==> src/hdl/pns_pkg.sv <==
// Shared types and constants for the paletted nearest-neighbor scaler.
`timescale 1ns / 1ps

package pns_pkg;

	localparam int CFG_W  = 11;           // src_cols / src_rows register width
	localparam int CNT_W  = 11;           // column and source row counters
	localparam int ACC_W  = 19;           // row accumulator
	localparam int BASE_W = 20;           // source row times output size
	localparam int DIV_W  = 27;           // cols * 0x10000
	localparam int FRAC_W = 28;           // 12.16 column position
	localparam int IDX_W  = FRAC_W - 16;  // integer part of the column position
	localparam int EXT_W  = 13;           // wide enough to hold MAX_COLS / MAX_ROWS up to 8191

	// register indexes on the configuration port
	localparam logic REG_SRC_COLS = 1'b0;
	localparam logic REG_SRC_ROWS = 1'b1;

	typedef struct packed {
		logic        kind;
		logic [7:0]  palette_index;
		logic [31:0] palette_color;
		logic [7:0]  pixel;
	} pns_item_t;

	typedef struct packed {
		logic [7:0]  out_row;
		logic [5:0]  out_group;
		logic [31:0] color0;
		logic [31:0] color1;
		logic [31:0] color2;
		logic [31:0] color3;
		logic        row_last;
		logic        frame_end;
	} pns_result_t;

	typedef struct packed {
		logic div_start;
		logic look_init;
		logic issue;
		logic load_out;
	} pns_cmd_t;

	typedef struct packed {
		logic fire;
		logic div_done;
		logic k_last;
		logic pipe_busy;
		logic out_free;
		logic group_last;
	} pns_sts_t;

endpackage

==> src/hdl/pns_ctrl.sv <==
// Controller: sequences step division, column lookups and result loads per row.
`timescale 1ns / 1ps

module pns_ctrl import pns_pkg::*; (
	input  logic     clk,
	input  logic     arst_n,
	input  pns_sts_t sts,
	output pns_cmd_t cmd,
	output logic     item_ready
);

	typedef enum logic [3:0] {
		ST_IDLE = 4'b0001,
		ST_DIV  = 4'b0010,
		ST_LOOK = 4'b0100,
		ST_WAIT = 4'b1000
	} state_t;

	state_t state_q;
	state_t state_d;

	assign item_ready = state_q == ST_IDLE;

	always_comb begin
		state_d = state_q;
		cmd     = '0;
		unique case (state_q)
			ST_IDLE: begin
				if (sts.fire) begin
					cmd.div_start = 1'b1;
					state_d       = ST_DIV;
				end
			end
			ST_DIV: begin
				if (sts.div_done) begin
					cmd.look_init = 1'b1;
					state_d       = ST_LOOK;
				end
			end
			ST_LOOK: begin
				// issue one column lookup per cycle, four per group
				cmd.issue = 1'b1;
				if (sts.k_last)
					state_d = ST_WAIT;
			end
			ST_WAIT: begin
				// hold until the lookups have landed and the output slot is free
				if (!sts.pipe_busy && sts.out_free) begin
					cmd.load_out = 1'b1;
					state_d      = sts.group_last ? ST_IDLE : ST_LOOK;
				end
			end
			default: state_d = ST_IDLE;
		endcase
	end

	always_ff @(posedge clk or negedge arst_n) begin
		if (!arst_n)
			state_q <= ST_IDLE;
		else
			state_q <= state_d;
	end

endmodule

==> config.mk <==
export PLATFORM = sky130hd
export DESIGN_NAME = pns_ctrl
export DESIGN_NICKNAME = d
export VERILOG_FILES = /design/src/hdl/pns_pkg.sv /design/src/hdl/pns_ctrl.sv
export SDC_FILE = /design/constraint.sdc
export NUM_CORES = 1
export LEC_CHECK = 0
export BUFFER_PORTS_ARGS = -buffer_cell sky130_fd_sc_hd__clkbuf_2
export CORE_AREA = 2 2 39 41
export CTS_BUF_LIST = sky130_fd_sc_hd__clkbuf_4 sky130_fd_sc_hd__clkbuf_8
export DETAILED_ROUTE_END_ITERATION = 8
export DIE_AREA = 0 0 41 43
export GPL_TIMING_DRIVEN = 0
export PLACE_DENSITY_LB_ADDON = 0.1
export SLEW_MARGIN = 10
export SYNTH_ARGS = -nofsm -noshare
export SYNTH_HDL_FRONTEND = slang
export SYNTH_SLANG_ARGS = --single-unit
==> constraint.sdc <==
create_clock -name clk -period 1.85 [get_ports clk]
set_input_delay 0.37 -clock clk [delete_from_list [all_inputs] [get_ports clk]]
set_output_delay 0.37 -clock clk [all_outputs]
set_load 0.1 [all_outputs]
=== Yosys cells after proc, flatten, opt, wreduce, memory -nomap -nowiden ===
Cells that the tools add are included.

* Muxes and demuxes: 13
* Reductions and logical operators: 3
* Equality and inequality tests: 8

{| class="wikitable"
|+ Operator list
! kind !! count
|-
| 2-to-1 mux 4 bit || 4
|-
| one-hot mux 4 bit (4 select lines) || 1
|-
| inequality test 2 bit (second input constant) || 4
|-
| 2-to-1 mux 1 bit || 7
|-
| == test 4 x 1 -> 1 bit (second input constant) || 1
|-
| == test 4 x 2 -> 1 bit (second input constant) || 1
|-
| == test 4 x 3 -> 1 bit (second input constant) || 1
|-
| == test 4 bit (second input constant) || 1
|-
| AND reduction 4 bit || 1
|-
| 2-to-1 mux 3 bit || 1
|-
| logical AND 1 bit || 1
|-
| zero test 1 bit || 1
|}

* Flip-flop bits (word level): 4
* Word-level logic and storage cells: 25
* Output and inout bits: 5

=== Logic depth before layout (Yosys ltp) ===
* Depth after elaboration: 4
* Depth in mapped cells: 5
* Mapped depth without buffers: 4

=== Least setup slack after synthesis ===
Ideal clock, no wire load.

* Kind: register -> output
* Start point: reg state_q[0]
* End point: out cmd[3] (netlist name)
* Arrival: 3.357 ns
* Setup slack: -1.877 ns
* Stages on the path, launching flop included: 4
* Cell sequence: dfstp_2 -> buf_4 -> nor4b_2 -> and2_1

{| class="wikitable"
|+ RTL lines
! element !! line !! RTL
|-
| start: declaration || pns_ctrl.sv:19 || <nowiki>state_t state_q;</nowiki>
|-
| start signal: assignment || pns_ctrl.sv:61 || <nowiki>state_q <= state_d;</nowiki>
|-
| end: declaration || pns_ctrl.sv:8 || <nowiki>output pns_cmd_t cmd,</nowiki>
|}

==> run summary <==
r2r setup slk: 0.49 ns
GRT Overall Usage: 13.4%
simple-gate share of the synthesized area: 40.7%
Worst Setup End Kind: primary output
Hold Path Class: in -> reg
Reg clk slew, reported paths: 0.04 ns
final hold vios: 0
worst stage delay on the critical path: 0.52 ns
I/O Buffers: 12
Post-Synth Adder-Cell Area: 0%
routed length per instance: 10.7 microns
layout cell share with drive strength beyond 1: 62.3%
GP Congestion: 0.725
total power: 1.35 mW
status: finished clean
register bit total from synthesis: 4
CP max FO: 5
syn nets: 50
1st-pass router iterations: 2
initial core utilization: 28.2%
clock power share: 10.3%
Num CTS Buffers: 3
clock skew: 0.00767 ns
die width: 41 microns
Longest Clk Path Bufs: 2
main combinational cell family by area after synthesis: simple AND/OR/NAND/NOR gates
worst endpoint required time: 1.48 ns
Seq/Total Area, Yosys: 26.0%
Antenna Violating Nets Remaining: 0
DR iter-0 viols: 5
post-place setup slack: -0.0560 ns
pin slew with the least headroom to its limit: 0.231 ns
Antenna Cells: 0
biggest regs: state_q (4)
largest net degree at the start of global routing: 11
Crit. path cell count: 4
Critical Path Start Type: flip-flop
asr flop ratio synth: 100%
Cell Chain, Critical Path: buf_8, nor4b_4, and2_4, clkbuf_16
Synth area leader: dfrtp_1
synth cell count leaders: 6 x nor2_1, 3 x dfrtp_1, 3 x o21ai_1
switching share of power: 46.8%
Setup CP Type: reg -> out
Final Non-Filler Cells: 85
CP bufs+invs: 2
end of the critical path: cmd[3]
Synth Instances: 42
sequential cell area: 101 sq um
fin crit period: 1.83 ns
global-route wire length before repair: 1.59 mm
multi-input combinational cell area: 274 sq um
RSZ-0062 raised after global routing: true
Synth Area in Compound Gates: 21.8%
fin crit share: 98.8%
Synth Area per Inst: 9.29 sq um
final setup fails: 0
Clock Latency Late Sink: 0.25 ns
Peak VDD IR: 1.32 mV
max FFs per register: 4
hpwl dp: 619 microns
mux share of post-synthesis cell area: 0%
ranking of synthesized cells by area: dfrtp_1 19%, nor4b_2 7.7%, dfstp_2 6.7%
pwr dens: 1960 nW/um^2
fin nets: 78
initial antenna violation count: 0
number of global-route vias before repair: 382
Vias per Instance: 4.74
P&R area growth vs syn: 76.3%
R2R Path End: state_q[0]
clock sinks: 4
cell count after placement: 70
Setup Total Neg Slack: 0 ns
worst-path cell with the longest stage delay: dfstp_2
hold slack: 0.325 ns
Slew Limit Fails: 0
CP delay by family, top: flip-flops
Arrival @ worst endpoint: 1.46 ns
die area: 1760 sq um
row count: 14
post-synthesis xor/xnor area fraction: 0%
total grt overflow: 0
Remaining DRCs: 0
max-cap viol count: 0
Worst R2R Path Depth: 6
root buffer cell: clkbuf_4
Core Region: 1380 sq um
post-synth top area share: 19.2%
io pins: 13
Warnings, synthesis: 0
Sequential Power Share: 11.1%
Total Routed Length: 913 microns
Primary FF master, synth: dfrtp_1
CP startpoint: state_q[0]
filler instances: 133
most common cell in the netlist: nor2_1
Int Pwr: 0.718 mW
Netlist cell types: 25
max_slew headroom: 84.5%
Worst R2R Start: state_q[0]
P_leak: 0.319 nW
Net Sw Power: 0.632 mW
Combinational Power Share: 78.6%
vias post-DR: 403
EDFF count, synth: 0
CTS tree: done
Top reg by flops: state_q
die height: 43 microns
H-tree depth: 1
max frequency: 0.547 GHz
final worst slack: 0.0219 ns
synthesized area: 390 sq um
how the worst min path moves through the flow:
| stage | slack [ns] | to | from | depth (start not counted) |
|---|---|---|---|---|
| floorplan | 0.07 | state_q[1] | arst_n | 0 |
| CTS | 0.32 | state_q[0] | sts[5] | 2 |
| global placement | 0.18 | state_q[3] | arst_n | 1 |
| detailed placement | 0.18 | state_q[2] | arst_n | 1 |
| global route | 0.34 | state_q[0] | sts[5] | 2 |
| finish | 0.32 | state_q[0] | sts[5] | 2 |
power groups by stage:
| stage | sequential (mW) | clock (mW) | combinational (mW) |
|---|---|---|---|
| finish | 0.150 | 0.139 | 1.06 |
| global route | 0.155 | 0.149 | 1.13 |
| CTS | 0.154 | 0.141 | 0.966 |
| detailed placement | 0.152 | 0 | 0.784 |
| global placement | 0.152 | 0 | 0.790 |
| floorplan | 0.149 | 0 | 0.685 |
cell families after synthesis:
logic type | after synthesis
AND/OR/NAND/NOR | 23
AO/OA/AOI/OAI | 9
buffers and inverters | 6
flip-flops | 4
worst register-to-register path: cells and delay by family (launching register included):
family,cells,cell delay [ns]
buffers and inverters,3,0.39
DFF,1,0.36
and+or+nand+nor,1,0.08
AOI/OAI and AO/OA,2,0.45
cell type report:
cell class / count / area share [%]
multi-input combinational: 32 / 39.8
sequential: 4 / 14.7
buffer: 4 / 6.55
clock buffer: 4 / 4.36
tap: 16 / 2.91
timing repair buffer: 23 / 30.5
inverter: 2 / 1.09
per-stage QoR:
step	cell area (sq um)	util (%)
floorplan	414	-
global placement	494	35.7
detailed placement	494	35.7
CTS	637	46.0
global route	688	49.7
finish	688	49.7
layer usage:
| layer | share of wire [%] | track usage [%] | up-vias |
|---|---|---|---|
| met2 | 50 | 17.8 | 8 |
| met3 | 1.8 | 3.14 | 2 |
| met5 | 0 | 0 | - |
| met1 | 46 | 18.9 | 187 |
| li1 | - | - | 206 |
| met4 | 2.8 | 8.00 | 0 |
placed cells by master (no fill, tap or decap), drive strengths merged, types with 3 or more instances in the layout:
master and instances:
buf 16, clkbuf 14, dfrtp 3, nor2 7, nor3b 3, o21ai 3
timing repair:
item / CTS / global route
hold endpoints to repair: 3 / 0
gates cloned: 0 / 0
gates resized for setup: 13 / 4
setup buffers: 4 / 6
endpoints found under the setup margin: 5 / 5
hold buffers: 1 / 0
pin swaps: 1 / 4
Power figures use the tool's default switching activity.
